File: src/rtl/running_window_sum_unit_macros.svh
// ----------------------------------------------------------------------------
// running_window_sum_unit_macros
// Assertion macros shared by the running window sum RTL.
// ----------------------------------------------------------------------------
`ifndef RUNNING_WINDOW_SUM_UNIT_MACROS_SVH
`define RUNNING_WINDOW_SUM_UNIT_MACROS_SVH

// Same-cycle implication, held off while in reset.
`define RWS_ASSERT_IMP(lbl, clk, rst_n, pre, post, msg) \
	lbl: assert property (@(posedge clk) disable iff (!rst_n) (pre) |-> (post)) else $error(msg);

// Next-cycle implication, held off while in reset.
`define RWS_ASSERT_NXT(lbl, clk, rst_n, pre, post, msg) \
	lbl: assert property (@(posedge clk) disable iff (!rst_n) (pre) |=> (post)) else $error(msg);

`endif

File: src/rtl/rws_pkg.sv
// ----------------------------------------------------------------------------
// rws_pkg
// Types, constants and helpers for the running window sum unit.
// ----------------------------------------------------------------------------
package rws_pkg;

	localparam int WINDOW_MAX_DEF    = 255;
	localparam int HISTORY_DEPTH_DEF = 256;

	localparam int VAL_W  = 32;
	localparam int IDX_W  = 32;
	localparam int WIN_W  = 8;
	localparam int SUM_W  = 48;
	localparam int MISS_W = 16;

	localparam int CFG_IDX_W  = 3;
	localparam int CFG_DATA_W = 8;

	// Configuration register indexes
	typedef enum logic [CFG_IDX_W-1:0] {
		REG_WINDOW_LEN   = 3'd0,
		REG_PER_ITEM     = 3'd1,
		REG_USE_INDEX    = 3'd2,
		REG_DROP_MISSING = 3'd3,
		REG_PAD_START    = 3'd4
	} cfg_reg_t;

	typedef struct packed {
		logic [WIN_W-1:0] window_len;
		logic             per_item_window;
		logic             use_index;
		logic             drop_missing;
		logic             pad_start;
	} cfg_t;

	// One ring entry: inclusive prefix sum, missing count and index
	typedef struct packed {
		logic [SUM_W-1:0]  psum;
		logic [MISS_W-1:0] pmiss;
		logic [IDX_W-1:0]  idx;
	} ring_entry_t;

	typedef enum logic [1:0] {
		ST_IDLE,
		ST_RD,
		ST_CHK,
		ST_FIN
	} state_t;

	// Clamp a raw window length to the largest usable window
	function automatic int clamp_win(logic [WIN_W-1:0] raw, int kmax);
		int r;
		r = int'(raw);
		if (r > kmax) begin
			r = kmax;
		end
		return r;
	endfunction

endpackage

File: src/rtl/rws_cfg.sv
// ----------------------------------------------------------------------------
// rws_cfg
// Configuration register file, write only.
// ----------------------------------------------------------------------------
module rws_cfg (
	input  logic                             clk,
	input  logic                             arst_n,
	input  logic                             cfg_we,
	input  logic [rws_pkg::CFG_IDX_W-1:0]    cfg_index,
	input  logic [rws_pkg::CFG_DATA_W-1:0]   cfg_data,
	output rws_pkg::cfg_t                    cfg
);

	rws_pkg::cfg_t cfg_q;

	// Register writes; unused indexes are dropped
	always_ff @(posedge clk or negedge arst_n) begin
		if (!arst_n) begin
			cfg_q.window_len      <= '0;
			cfg_q.per_item_window <= 1'b0;
			cfg_q.use_index       <= 1'b0;
			cfg_q.drop_missing    <= 1'b1;
			cfg_q.pad_start       <= 1'b0;
		end else if (cfg_we) begin
			case (rws_pkg::cfg_reg_t'(cfg_index))
				rws_pkg::REG_WINDOW_LEN:   cfg_q.window_len      <= cfg_data;
				rws_pkg::REG_PER_ITEM:     cfg_q.per_item_window <= cfg_data[0];
				rws_pkg::REG_USE_INDEX:    cfg_q.use_index       <= cfg_data[0];
				rws_pkg::REG_DROP_MISSING: cfg_q.drop_missing    <= cfg_data[0];
				rws_pkg::REG_PAD_START:    cfg_q.pad_start       <= cfg_data[0];
				default: ;
			endcase
		end
	end

	assign cfg = cfg_q;

endmodule

File: config.mk
export PLATFORM = sky130hd
export DESIGN_NAME = rws_cfg
export DESIGN_NICKNAME = d
export VERILOG_FILES = /design/src/rtl/running_window_sum_unit_macros.svh /design/src/rtl/rws_pkg.sv /design/src/rtl/rws_cfg.sv
export SDC_FILE = /design/constraint.sdc
export NUM_CORES = 1
export LEC_CHECK = 0
export ABC_AREA = 0
export BUFFER_PORTS_ARGS = -buffer_cell sky130_fd_sc_hd__buf_2
export CAP_MARGIN = 20
export CORE_ASPECT_RATIO = 0.9
export CORE_MARGIN = 2
export CORE_UTILIZATION = 30
export DETAILED_ROUTE_END_ITERATION = 12
export SYNTH_ARGS = -nofsm -noshare
export SYNTH_HDL_FRONTEND = slang
export SYNTH_SLANG_ARGS = --single-unit
File: constraint.sdc
create_clock -name clk -period 1.2 [get_ports clk]
set_input_delay 0.24 -clock clk [delete_from_list [all_inputs] [get_ports clk]]
set_output_delay 0.24 -clock clk [all_outputs]
set_load 0.01 [all_outputs]
# [Word level (Yosys, flattened, before mapping)]
# Cells that the tools add are included.
[classes] n_reduce_logical=6 eq_ne=4
[ops] cell="AND reduction 2 bit" count=5
[ops] cell="== test 3 x 2 -> 1 bit, second input constant" count=2
[ops] cell="== test 3 x 1 -> 1 bit, second input constant" count=1
[ops] cell="== test 3 bit, second input constant" count=1
[ops] cell="zero test 3 bit" count=1
[word_totals] regBits=12 inputBits=14

# [Depth between registers and ports, before layout]
[depth] depth_word=2 ltp_mapped=2

# [Least setup slack after synthesis]
# No wires, ideal clock.
[synth_timing] path_kind="input port to flip-flop" startpoint="in cfg_index[0] (netlist name)" endpoint="reg cfg_q, in the netlist cfg[10]" setup_slack_ps=5 path_stages=2 arrival_time_ps=1070 setup_time_ps=125 required_time_ps=1075 n_path_buf=0 cell_sequence="nor4b_4 mux2_2"
[synth_between] elab_chain_cells=2
[synth_lines] item="from (decl)" line_no="rws_cfg.sv:9" rtl="input logic [rws_pkg::CFG_IDX_W-1:0] cfg_index,"
[synth_lines] item="zero test 3 bit" line_no="rws_cfg.sv:25" rtl="case (rws_pkg::cfg_reg_t'(cfg_index))"
[synth_lines] item="AND reduction 2 bit (no source line)"
[synth_lines] item="to (decl)" line_no="rws_cfg.sv:14" rtl="rws_pkg::cfg_t cfg_q;"
# Every way passes these cells.
# A chain may end at the register's enable or synchronous reset.

# [Final worst setup path]
[layout_timing] startpoint="reg cfg_q, in the netlist cfg[1]" endpoint="out cfg[1] (netlist name)"
[layout_lines] item="to (decl)" line_no="rws_cfg.sv:11" rtl="output rws_pkg::cfg_t cfg"
# No word-level cell between the ends.

==> impl_metrics.yaml <==
status:
  status: "finished clean"
drt:
  wl_per_cell_um: 10.7
  vias: 363
  drc_errors: 0
  dr.pass1.iters: 1
  drt-vias-per-instance: 4.27
  routed_wl_um: 907
  drt_iter0_drc: 0
  final_antenna_net_count: 0
placed_design:
  detailed_place.area_sq_um: 674
  dp.cells: 80
  io_buffers: 25
  gp_congestion: 0.697
  dp_hpwl_um: 725
logic_synthesis:
  synth-edff-count: 0
  synth_ff_type: "dfrtp_1"
  yosys.area.top_type: "dfrtp_1"
  synth_area_per_cell_sq_um: 17.4
  synth_commonest_cells: "12 x mux2_2, 11 x dfrtp_1, 2 x and4bb_2"
  synthArstFlopShare_pct: 100
  synth-seq-cells: 12
  synth_top_area_share_pct: 54.6
  synthTopCellsByArea: "dfrtp_1 55%, mux2_2 27%, dfstp_2 5.2%, and4bb_2 5.0%, nor4b_4 4.7%"
  synth.distinct_cells: 7
  ys_seq_area_share_pct: 59.8
  ys_warn_count: 0
  syn_area_sq_um: 504
  syn_inst: 29
  synth.net_count: 43
  yosys.cell_count.top_type: "mux2_2"
sta:
  slew_headroom_pct: 83.0
  slew_viol_final: 0
  setup_viol: 0
  hold_viol_final: 0
  rsz0062_at_grt: "false"
  post-route-min-period_ps: 1170
  fmax_ghz: 0.858
  finalCritPeriodShare_pct: 97.1
  tightest_slew_ps: 251
  finClkSkew_ps: 0
worst_setup_path:
  crit_family: "flip-flops"
  arrival_ps: 930
  cp_slowest_cell: "dfstp_2"
  crit_start: "cfg[1]"
  crit_path_end_kind: "output port"
  regToRegStartpoint: "cfg[4]"
  worstSetupPathType: "reg2out"
  startpoint_type: "register"
  crit_buf_inv: 1
  r2r_slack_ps: 440
  worstPathCellList: "buf_2"
  crit_required_ps: 960
  cp_max_fo: 2
  max_stage_delay_ps: 530
finish:
  layout.cells.non_filler: 85
  multiInputGateArea_sq_um: 203
  antenna_cells: 0
  nNetsFinal: 76
  largest_register_ffs: 12
  final_util_pct: 44.2
  layout-drive-gt1-share_pct: 77.0
  fillers: 159
  stdcell_area_sq_um: 721
  area_growth_pct: 42.9
  ff_latch_area_sq_um: 302
die:
  initial_utilization_pct: 31.0
  fp.dieArea_sq_um: 2030
  core-area_sq_um: 1630
  boundaryPins: 26
  row_count: 14
  die_x_um: 47.2
  dieHeight_um: 42.9
grt:
  antenna_found_initial: 0
  grt_pass1_wl_um: 1520
  globalRouteTotalUtil_pct: 11.2
  grt-ovfl-total: 0
  grt_start_max_net_pins: 13
  grt_pass1_vias: 354
hold_path:
  hold_path_class: "in2reg"
  holdCritStartpoint: "cfg_data[3]"
clock_tree:
  cts_setup_buffers: 0
  cts_tree: "built"
  htreeDepth: 1
  clk_path_buf_depth: 2
  cts_root_buf: "clkbuf_4"
  clk_latency_ps: 260
  cts_sinks: 12
  cts_buffers: 3
  path_clk_slew_ps: 80
power:
  vdd_drop_max_mv: 0.776
  p_leak_nw: 0.345
  cellPowerDensity_nw_per_um2: 1560
run:
  drv_cap: 0
==> layout make-up <==
type                            count  share of cell area [%]
Tap cell                           24                    4.17
Timing Repair Buffer               28                    20.8
Sequential cell                    12                    41.8
Multi-Input combinational cell     17                    28.1
Clock buffer                        4                    5.03
==> cells in the final DEF, fill, tap and decap left out <==
| master | count |
|---|---|
| buf_4 | 2 |
| clkbuf_4 | 3 |
| nor4b_4 | 1 |
| dfstp_2 | 1 |
| nand4b_1 | 1 |
| nor4bb_1 | 1 |
| buf_2 | 25 |
| and4bb_2 | 2 |
| mux2_2 | 12 |
| dfrtp_1 | 11 |
| clkbuf_8 | 1 |
| dlygate4sd3_1 | 1 |
==> routing by layer <==
layer | wire length, um | up-vias | track usage (%)
li1 | - | 177 | -
met1 | 394 | 171 | 13.3
met2 | 444 | 11 | 16.2
met3 | 50 | 4 | 3.83
met4 | 17 | 0 | 8.33
met5 | 0 | - | 0
==> final timing paths <==
kind / end / cells past startpoint
max in group asynchronous: cfg[1] / 2
hold / removal: cfg[7] / 2
setup / recovery: cfg[1] / 1
min in group asynchronous: cfg[11] / 2
hold reg to reg: cfg[11] / 1
setup reg to reg: cfg[4] / 1
==> stage by stage <==
step | hold WS (ps) | power [W] | setup TNS, ps | setup WS [ps]
4_1_cts | 191 | 0.00114 | 0 | 24.0
5_1_grt | 195 | 0.00119 | 0 | 5.35
3_5_place_dp | 130 | 0.000827 | -770 | -95.8
2_1_floorplan | -55.6 | 0.000683 | 0 | 5.08
3_3_place_gp | 128 | 0.000820 | -765 | -88.1
6_report | 197 | 0.00113 | 0 | 34.9
==> power by group <==
| part | switching [W] | internal (W) | leakage (nW) |
|---|---|---|---|
| combinational | 0.000122 | 0.000153 | 0.182 |
| clock | 0.000128 | 0.000184 | 0.0210 |
| sequential | 0.0000403 | 0.000498 | 0.143 |
| total | 0.000290 | 0.000836 | 0.345 |
==> cell families (layout without fill, tap and decap cells) <==
kind of cell           after synthesis  after routing  synth area share [%]
buffers and inverters                0             32                     0
flip-flops                          12             12                  59.8
multiplexers                        12             12                  26.8
AND/OR/NAND/NOR                      5              5                  13.4
==> repair_timing <==
| item | 4_1_cts | 5_1_grt |
|---|---|---|
| gates resized for setup | 0 | 0 |
| hold endpoints to repair | 11 | 0 |
| setup endpoints to repair | 0 | 0 |
| hold buffers | 1 | 0 |
(Power assumes the default switching activity.)
