### src/rtl/running_window_sum_unit_macros.svh
// ----------------------------------------------------------------------------
// running_window_sum_unit_macros
// Assertion macros shared by the running window sum RTL.
// ----------------------------------------------------------------------------
`ifndef RUNNING_WINDOW_SUM_UNIT_MACROS_SVH
`define RUNNING_WINDOW_SUM_UNIT_MACROS_SVH

// Same-cycle implication, held off while in reset.
`define RWS_ASSERT_IMP(lbl, clk, rst_n, pre, post, msg) \
	lbl: assert property (@(posedge clk) disable iff (!rst_n) (pre) |-> (post)) else $error(msg);

// Next-cycle implication, held off while in reset.
`define RWS_ASSERT_NXT(lbl, clk, rst_n, pre, post, msg) \
	lbl: assert property (@(posedge clk) disable iff (!rst_n) (pre) |=> (post)) else $error(msg);

`endif

### src/rtl/rws_pkg.sv
// ----------------------------------------------------------------------------
// rws_pkg
// Types, constants and helpers for the running window sum unit.
// ----------------------------------------------------------------------------
package rws_pkg;

	localparam int WINDOW_MAX_DEF    = 255;
	localparam int HISTORY_DEPTH_DEF = 256;

	localparam int VAL_W  = 32;
	localparam int IDX_W  = 32;
	localparam int WIN_W  = 8;
	localparam int SUM_W  = 48;
	localparam int MISS_W = 16;

	localparam int CFG_IDX_W  = 3;
	localparam int CFG_DATA_W = 8;

	// Configuration register indexes
	typedef enum logic [CFG_IDX_W-1:0] {
		REG_WINDOW_LEN   = 3'd0,
		REG_PER_ITEM     = 3'd1,
		REG_USE_INDEX    = 3'd2,
		REG_DROP_MISSING = 3'd3,
		REG_PAD_START    = 3'd4
	} cfg_reg_t;

	typedef struct packed {
		logic [WIN_W-1:0] window_len;
		logic             per_item_window;
		logic             use_index;
		logic             drop_missing;
		logic             pad_start;
	} cfg_t;

	// One ring entry: inclusive prefix sum, missing count and index
	typedef struct packed {
		logic [SUM_W-1:0]  psum;
		logic [MISS_W-1:0] pmiss;
		logic [IDX_W-1:0]  idx;
	} ring_entry_t;

	typedef enum logic [1:0] {
		ST_IDLE,
		ST_RD,
		ST_CHK,
		ST_FIN
	} state_t;

	// Clamp a raw window length to the largest usable window
	function automatic int clamp_win(logic [WIN_W-1:0] raw, int kmax);
		int r;
		r = int'(raw);
		if (r > kmax) begin
			r = kmax;
		end
		return r;
	endfunction

endpackage

### src/rtl/rws_core.sv
// ----------------------------------------------------------------------------
// rws_core
// Series state, ring sequencing, base search and result register.
// ----------------------------------------------------------------------------
`include "running_window_sum_unit_macros.svh"

module rws_core #(
	parameter int WINDOW_MAX    = rws_pkg::WINDOW_MAX_DEF,
	parameter int HISTORY_DEPTH = rws_pkg::HISTORY_DEPTH_DEF
) (
	input  logic                               clk,
	input  logic                               arst_n,
	input  rws_pkg::cfg_t                      cfg,
	input  logic                               in_valid,
	output logic                               in_ready,
	input  logic signed [rws_pkg::VAL_W-1:0]   value,
	input  logic                               missing,
	input  logic [rws_pkg::IDX_W-1:0]          position_index,
	input  logic [rws_pkg::WIN_W-1:0]          item_window,
	input  logic                               start_req,
	output logic                               out_valid,
	input  logic                               out_ready,
	output logic signed [rws_pkg::SUM_W-1:0]   window_sum,
	output logic                               result_missing,
	output logic                               ring_we,
	output logic [$clog2(HISTORY_DEPTH)-1:0]   ring_waddr,
	output rws_pkg::ring_entry_t               ring_wdata,
	output logic                               ring_re,
	output logic [$clog2(HISTORY_DEPTH)-1:0]   ring_raddr,
	input  rws_pkg::ring_entry_t               ring_rdata
);

	localparam int KMAX  = (WINDOW_MAX < HISTORY_DEPTH - 1) ? WINDOW_MAX : HISTORY_DEPTH - 1;
	localparam int K_W   = $clog2(KMAX + 1);
	localparam int A_W   = $clog2(HISTORY_DEPTH);
	localparam int A1_W  = A_W + 1;
	localparam int CNT_W = $clog2(HISTORY_DEPTH + 1);
	localparam int SW    = rws_pkg::SUM_W;
	localparam int MW    = rws_pkg::MISS_W;

	rws_pkg::state_t state_q, state_d;

	// Series state
	logic [CNT_W-1:0]          items_q;
	logic [SW-1:0]             rp_q;
	logic [MW-1:0]             rm_q;
	logic signed [SW-1:0]      cum_q;
	logic                      seen_p_q, seen_a_q;
	logic [A_W-1:0]            wr_slot_q;
	logic [rws_pkg::WIN_W-1:0] first_win_q;

	// Per-beat work registers
	logic [A_W-1:0]            cur_slot_q;
	logic [CNT_W-1:0]          pos_q;
	logic [K_W-1:0]            k_q;
	logic [A_W-1:0]            lim_q, m_q;
	logic [rws_pkg::IDX_W-1:0] idx_in_q;
	logic                      cum_mode_q, idx_mode_q, pre_miss_q;
	logic [SW-1:0]             base_sum_q;
	logic [MW-1:0]             base_miss_q;

	// Result register
	logic                      out_valid_q, out_miss_q;
	logic [SW-1:0]             out_sum_q;

	logic                      accept, load_out, hit, at_lim;
	logic [CNT_W-1:0]          is0;
	logic [SW-1:0]             rp0, rp_new;
	logic [MW-1:0]             rm0, rm_new;
	logic signed [SW-1:0]      cum0, cum_new;
	logic signed [SW:0]        cum_ext;
	logic                      seen_p_new, seen_a_new;
	logic [rws_pkg::WIN_W-1:0] first_new;
	logic [K_W-1:0]            k_new, pad_k;
	logic                      pad_hit, cum_mode;
	logic [A_W-1:0]            lim_new;
	logic [SW-1:0]             win_sum;
	logic [MW-1:0]             mcnt;
	logic                      win_miss, res_miss;

	assign accept = in_valid && in_ready;

	// Series values seen by the incoming beat, cleared on a new series
	always_comb begin
		is0        = start_req ? '0 : items_q;
		rp0        = start_req ? '0 : rp_q;
		rm0        = start_req ? '0 : rm_q;
		cum0       = start_req ? '0 : cum_q;
		seen_p_new = (start_req ? 1'b0 : seen_p_q) || !missing;
		seen_a_new = (start_req ? 1'b0 : seen_a_q) || missing;
		first_new  = (is0 == '0) ? item_window : first_win_q;
		cum_ext    = {cum0[SW-1], cum0} + (SW+1)'(value);
		if (missing) begin
			rp_new  = rp0;
			rm_new  = rm0 + MW'(1);
			cum_new = cum0;
		end else begin
			rp_new = rp0 + SW'(value);
			rm_new = rm0;
			if (cum_ext[SW] != cum_ext[SW-1]) begin
				cum_new = cum_ext[SW] ? {1'b1, {(SW-1){1'b0}}} : {1'b0, {(SW-1){1'b1}}};
			end else begin
				cum_new = cum_ext[SW-1:0];
			end
		end
		k_new    = K_W'(rws_pkg::clamp_win(cfg.per_item_window ? item_window : cfg.window_len,
			KMAX));
		pad_k    = K_W'(rws_pkg::clamp_win(cfg.per_item_window ? first_new : cfg.window_len,
			KMAX));
		pad_hit  = cfg.pad_start && (pad_k != '0) && (int'(is0) + 1 < int'(pad_k));
		cum_mode = !cfg.per_item_window && (cfg.window_len == '0);
		lim_new  = (int'(is0) < HISTORY_DEPTH - 1) ? A_W'(is0) : A_W'(HISTORY_DEPTH - 1);
	end

	// Ring write of the new prefix entry
	assign ring_we         = accept;
	assign ring_waddr      = wr_slot_q;
	assign ring_wdata.psum  = rp_new;
	assign ring_wdata.pmiss = rm_new;
	assign ring_wdata.idx   = position_index;

	// Entry m places back from the current one
	assign ring_raddr = (cur_slot_q >= m_q) ? (cur_slot_q - m_q)
		: A_W'(A1_W'(cur_slot_q) + A1_W'(HISTORY_DEPTH) - A1_W'(m_q));

	assign hit    = !idx_mode_q || ((idx_in_q - ring_rdata.idx) >= rws_pkg::IDX_W'(k_q));
	assign at_lim = (m_q == lim_q);

	// Next state
	always_comb begin
		state_d = state_q;
		case (state_q)
			rws_pkg::ST_IDLE: begin
				if (accept) begin
					if (cum_mode || k_new == '0) begin
						state_d = rws_pkg::ST_FIN;
					end else if (cfg.use_index) begin
						state_d = (is0 == '0) ? rws_pkg::ST_FIN : rws_pkg::ST_RD;
					end else begin
						state_d = (int'(is0) >= int'(k_new)) ? rws_pkg::ST_RD
							: rws_pkg::ST_FIN;
					end
				end
			end
			rws_pkg::ST_RD:  state_d = rws_pkg::ST_CHK;
			rws_pkg::ST_CHK: state_d = (hit || at_lim) ? rws_pkg::ST_FIN : rws_pkg::ST_RD;
			rws_pkg::ST_FIN: begin
				if (!out_valid_q || out_ready) begin
					state_d = rws_pkg::ST_IDLE;
				end
			end
			default: state_d = rws_pkg::ST_IDLE;
		endcase
	end

	// State outputs
	always_comb begin
		in_ready = 1'b0;
		ring_re  = 1'b0;
		load_out = 1'b0;
		case (state_q)
			rws_pkg::ST_IDLE: in_ready = 1'b1;
			rws_pkg::ST_RD:   ring_re  = 1'b1;
			rws_pkg::ST_CHK:  ;
			rws_pkg::ST_FIN:  load_out = !out_valid_q || out_ready;
			default: ;
		endcase
	end

	// Result from the base entry
	always_comb begin
		win_sum  = rp_q - base_sum_q;
		mcnt     = rm_q - base_miss_q;
		win_miss = (k_q == '0) || (mcnt == MW'(k_q)) || (!cfg.drop_missing && mcnt != '0);
		if (cum_mode_q) begin
			res_miss = pre_miss_q || (!cfg.drop_missing && seen_a_q);
		end else begin
			res_miss = pre_miss_q || win_miss;
		end
	end

	always_ff @(posedge clk or negedge arst_n) begin
		if (!arst_n) begin
			state_q     <= rws_pkg::ST_IDLE;
			items_q     <= '0;
			rp_q        <= '0;
			rm_q        <= '0;
			cum_q       <= '0;
			seen_p_q    <= 1'b0;
			seen_a_q    <= 1'b0;
			wr_slot_q   <= '0;
			first_win_q <= '0;
			out_valid_q <= 1'b0;
		end else begin
			state_q <= state_d;
			if (accept) begin
				items_q     <= (int'(is0) < HISTORY_DEPTH) ? is0 + CNT_W'(1) : is0;
				rp_q        <= rp_new;
				rm_q        <= rm_new;
				cum_q       <= cum_new;
				seen_p_q    <= seen_p_new;
				seen_a_q    <= seen_a_new;
				first_win_q <= first_new;
				wr_slot_q   <= (wr_slot_q == A_W'(HISTORY_DEPTH - 1)) ? '0
					: wr_slot_q + A_W'(1);
			end
			if (load_out) begin
				out_valid_q <= 1'b1;
			end else if (out_ready) begin
				out_valid_q <= 1'b0;
			end
		end
	end

	// Per-beat working registers and result payload
	always_ff @(posedge clk) begin
		if (accept) begin
			cur_slot_q  <= wr_slot_q;
			pos_q       <= is0;
			k_q         <= k_new;
			lim_q       <= lim_new;
			m_q         <= cfg.use_index ? A_W'(1) : A_W'(k_new);
			idx_in_q    <= position_index;
			cum_mode_q  <= cum_mode;
			idx_mode_q  <= cfg.use_index;
			pre_miss_q  <= !seen_p_new || pad_hit;
			base_sum_q  <= '0;
			base_miss_q <= '0;
		end
		if (state_q == rws_pkg::ST_CHK) begin
			if (hit || (pos_q == CNT_W'(HISTORY_DEPTH))) begin
				base_sum_q  <= ring_rdata.psum;
				base_miss_q <= ring_rdata.pmiss;
			end
			if (!hit && !at_lim) begin
				m_q <= m_q + A_W'(1);
			end
		end
		if (load_out) begin
			out_miss_q <= res_miss;
			out_sum_q  <= res_miss ? '0 : (cum_mode_q ? cum_q : win_sum);
		end
	end

	assign out_valid      = out_valid_q;
	assign window_sum     = out_sum_q;
	assign result_missing = out_miss_q;

	// Checks
	`RWS_ASSERT_IMP(a_no_self_read, clk, arst_n, ring_re, ring_raddr != cur_slot_q, "read of the entry just written")
	`RWS_ASSERT_IMP(a_search_bound, clk, arst_n, state_q == rws_pkg::ST_CHK && idx_mode_q, m_q <= lim_q && m_q != '0, "search beyond history")
	`RWS_ASSERT_IMP(a_out_hold, clk, arst_n, load_out, !out_valid_q || out_ready, "result overwritten")
	`RWS_ASSERT_IMP(a_miss_zero, clk, arst_n, out_valid_q && out_miss_q, out_sum_q == '0, "missing result with non-zero sum")

endmodule
### config.mk
export PLATFORM = sky130hd
export DESIGN_NAME = rws_core
export DESIGN_NICKNAME = d
export VERILOG_FILES = /design/src/rtl/rws_pkg.sv /design/src/rtl/rws_core.sv
export VERILOG_INCLUDE_DIRS = /design/src /design/src/rtl
export SDC_FILE = /design/constraint.sdc
export NUM_CORES = 1
export LEC_CHECK = 0
export BUFFER_PORTS_ARGS = -buffer_cell sky130_fd_sc_hd__clkbuf_2
export CORE_ASPECT_RATIO = 0.5
export CORE_UTILIZATION = 45
export DETAILED_ROUTE_END_ITERATION = 7
export SLEW_MARGIN = 20
export SYNTH_ARGS = -nofsm -noshare
export SYNTH_HDL_FRONTEND = slang
export SYNTH_SLANG_ARGS = --single-unit
### constraint.sdc
create_clock -name clk -period 5.5 [get_ports clk]
set_input_delay 0.55 -clock clk [delete_from_list [all_inputs] [get_ports clk]]
set_output_delay 0.55 -clock clk [all_outputs]
set_load 0.005 [all_outputs]
# Word-level counts from Yosys, hierarchy flattened
# Index checks and enable logic that the tools add are counted.
[word_totals]
register_bits = 331
romBits = 0
memories = 0
output_inout_bits = 165
in_bits = 186
latch_bits = 0
ramBits = 0
[classes]
n_addsub = 13
magnitude_cmp = 6
multipliers = 0
n_mux = 42
shift = 0
eq_ne = 10
n_bitwise = 0
n_reduce_logical = 36
n_div = 0
[ops]
columns = ["op", "count"]
rows = [
  ["$mux 48", 10],
  ["$mux 16", 5],
  ["$mux 8", 9],
  ["$add 48x32->49", 1],
  ["$add 48x48->48", 1],
  ["$sub 48x48->48", 1],
  ["$ge 32x8->1", 1],
  ["$sub 32x32->32", 1],
  ["$add 8x1->8 const B", 3],
  ["$logic_not 8->1", 3],
  ["$mux 9", 2],
  ["$add 16x1->16 const B", 1],
  ["$eq 16x8->1", 1],
  ["$reduce_bool 16->1", 1],
  ["$sub 16x16->16", 1],
  ["$sub 8x8->8", 2],
  ["$mux 2", 7],
  ["$logic_or 1x1->1", 12],
  ["$add 9x1->10 const B", 1],
  ["$lt 10x8->1", 1],
  ["$add 9x1->9 const B", 1],
  ["$eq 9x9->1 const B", 1],
  ["$ge 9x8->1", 1],
  ["$logic_not 9->1", 1],
  ["17 further kinds", 39],
]

# Depth between registers and ports, before layout
[depth]
depth_word = 8
depth_mapped = 20

# Least setup slack after synthesis
# OpenSTA, ideal clock, no wires.
[synth_path]
path_kind = "input -> output"
start = "input start_req"
end = "output ring_wdata[93] (netlist bit)"
arrival_ns = 4.385
path_stages = 18
n_path_buf = 5
setup_slack_ns = 0.565
cell_sequence = "clkbuf_1 -> clkbuf_1 -> clkbuf_1 -> clkbuf_1 -> nor2b_1 -> ha_1 -> clkbuf_1 -> a21o_1 -> a21o_1 -> a21o_1 -> a21o_1 -> a21o_1 -> a2111oi_0 -> a211oi_1 -> a221o_1 -> a21oi_1 -> xnor2_1 -> mux2_2"
[synth_lines]
columns = ["element", "line", "rtl"]
rows = [
  ["start, declared", "rws_core.sv:20", "input logic start_req,"],
  ["end, declared", "rws_core.sv:27", "output rws_pkg::ring_entry_t ring_wdata,"],
]

==> impl_metrics.yaml <==
synthesis:
  netlist_area_sq_um: 27200
  synth_nets: 3590
  ys.flop_type: "dfrtp_1"
  synth.area.top_cells: "dfrtp_1, edfxtp_1, ha_1"
  synth_warnings: 0
  postSynth.asyncResetShare: 0.429
  synth-seq-cells: 331
  synthCells: 3174
  synth_edf_count: 117
  synth_top_area_share: 0.131
  yosys.area.top_type: "dfrtp_1"
  ys_seq_area_frac: 0.313
  yosys.cell_types.count: 88
  post_synth.cell_area_avg_sq_um: 8.57
global_routing:
  grt_pass1_vias: 22600
  grt-ovfl-total: 0
  grt_max_degree: 95
  grtUsageTotal: 0.269
  grt_pass1_wl_um: 130000
  antenna_found_initial: 2
clock_tree:
  clkSinkCount: 331
  clock_path_buffers: 3
  clk_pin_slew_ns: 0.06
  cts_tree: "done"
  cts-root-buf: "clkbuf_16"
  cts_max_level: 2
  clock_latency_ns: 0.55
  cts_buffers: 36
final_layout:
  final_common_cell: "clkbuf_2"
  syn_to_final_growth_pct: 12.7
  final_cell_mix: "clkbuf_2, nand2_1, nor2_1"
  nNetsFinal: 3829
  design_area_sq_um: 30700
  fin_cells: 4252
  postLayoutCoreUtil: 0.516
  drive_above_1_share: 0.169
timing:
  fin_skew_ns: 0.0127
  fin_ws_ns: 0.430
  tightestPinTransition_ns: 0.848
  rsz0062_at_grt: "no"
  finalCritPeriodShare: 0.922
  maxSlewViolCount: 0
  finalHoldViolations: 0
  relSlewSlack: 0.427
  setup_tns_ns: 0
  whs_ns: 0.189
  min_period_ns: 5.07
  fmax_mhz: 197
  setup_violations: 0
status:
  status: "finished, final reports clean"
placed_design:
  placed_cells: 4186
  post_dp_cell_area_sq_um: 29400
  port_buffers: 350
  finalWeightedCongestion: 0.979
  pre_cts_slack_ns: 0.514
  dp_hpwl_um: 64500
pwr:
  p_per_area_nw_per_um2: 540
  leakage_nw: 14.6
  peakVddDrop_mv: 0.346
  power_mw: 16.6
setup_path:
  rrSetupSlack_ns: 0.86
  cp.required_ns: 4.95
  end_kind: "primary output"
  worstReg2RegStart: "idx_in_q[0]$_DFFE_PP_"
  crit_arrival_ns: 4.52
  worst_setup_path_start_kind: "primary input"
  rr_worst_depth: 19
  r2r-end: "base_sum_q[20]$_DFF_P_"
  path_max_fanout: 44
  critPathKind: "in -> out"
floorplan:
  die_h_um: 176
  dieArea_sq_um: 61500
  fp.coreArea_sq_um: 59500
  num_rows: 63
  num_io_pins: 351
  initial_utilization: 0.457
  fp.dieW_um: 350
detailed_routing:
  viasPerCell: 5.66
  first_pass_iters: 8
  first_iter_violations: 2017
  drtAntennaViolNets: 0
  routed_wl_um: 84400
  num_vias: 24100
  drc_errors: 0
  wire_per_inst_um: 19.9
min_path:
  hold_class: "in -> reg"
  holdCritStartpoint: "position_index[31]"
  min_delay_path_depth: 1
  min_to: "idx_in_q[31]$_DFFE_PP_"
flow_run:
  maxCapViolCount: 0
[cell type report]
type | instances | area [sq um]
Clock inverter | 16 | 204
Clock buffer | 48 | 1060
Sequential cell | 331 | 8510
Timing Repair Buffer | 379 | 2010
Tap cell | 812 | 1020
Antenna cell | 1 | 2.50
Multi-Input combinational cell | 2481 | 17200
Fill cell | 5720 | 28800
Inverter | 184 | 698
[worst max-delay path, stage by stage]
cell       delay [ns]
buf_4            0.44
buf_4            0.42
nor2b_1          0.09
ha_1             0.41
a21o_1           0.21
a21o_1           0.17
a21o_1           0.19
a21o_1           0.17
a21o_1           0.19
a2111oi_0        0.39
a211oi_1         0.16
a221o_1          0.39
a21oi_1          0.18
xnor2_1          0.11
mux2_2           0.27
clkbuf_2         0.11
[cell families (layout without fill, tap and decap cells)]
family          Yosys count  count (layout)  share of synthesized area
xor+xnor                192             192                     0.0618
buf+inv                 362             627                     0.0570
fa+ha+maj               244             244                      0.113
other cells               0               1                          0
simple gates           1042            1042                      0.185
compound gates          854             854                      0.203
flops                   331             331                      0.313
mux                     149             149                     0.0677
[timing repair]
action | 4_1_cts | 5_1_grt
resized for setup | 0 | 0
hold buffers | 1 | 0
setup buffers | 0 | 0
endpoints found under the hold margin | 42 | 0
[routing by layer]
| metal | share of wire | up-vias | GRT usage |
|---|---|---|---|
| met2 | 0.45 | 699 | 0.426 |
| met5 | 0 | - | 0 |
| met3 | 0.062 | 95 | 0.0370 |
| li1 | - | 11800 | - |
| met4 | 0.018 | 0 | 0.0545 |
| met1 | 0.47 | 11500 | 0.390 |
[synth_stat cells, types with 31 or more instances]
master / count
mux2_2: 56
dfrtp_1: 142
xnor2_1: 131
o21a_1: 36
nor2b_1: 126
nand3_1: 68
dfxtp_1: 72
nand4_1: 38
a21o_1: 132
edfxtp_1: 117
buf_4: 32
inv_1: 184
xor2_1: 61
nand2b_1: 39
nor2_1: 295
nor3_1: 31
a31oi_1: 35
o21ai_0: 185
mux2i_1: 37
clkbuf_1: 111
mux2_4: 56
ha_1: 224
a21oi_1: 236
nand2_1: 306
[registers in the layout, summed over array words and instances (netlist names), 2 cells and up]
name,cells
rm_q,16
cum_q,48
first_win_q,8
state_q,2
pos_q,9
rp_q,48
base_sum_q,48
cur_slot_q,8
items_q,9
window_sum,48
lim_q,8
k_q,8
base_miss_q,16
idx_in_q,32
ring_waddr,8
m_q,8
[power breakdown]
part           total (mW)  internal (mW)  switching (mW)
combinational        9.76           4.14            5.62
sequential           4.17           3.56           0.610
clock                2.65           1.55            1.10
[worst max-delay path by stage]
stage	startpoint	to	slack, ns	cells past startpoint
after floorplan	start_req	ring_wdata[93]	0.56	18
after global placement	start_req	ring_wdata[93]	0.56	16
after detailed placement	start_req	ring_wdata[93]	0.51	16
after CTS	start_req	ring_wdata[93]	0.49	16
after global routing	rp_q[0]$_DFFE_PN0P_	ring_wdata[88]	0.10	17
final	start_req	ring_wdata[93]	0.43	16
No activity file was read; power rests on OpenSTA's default activity.
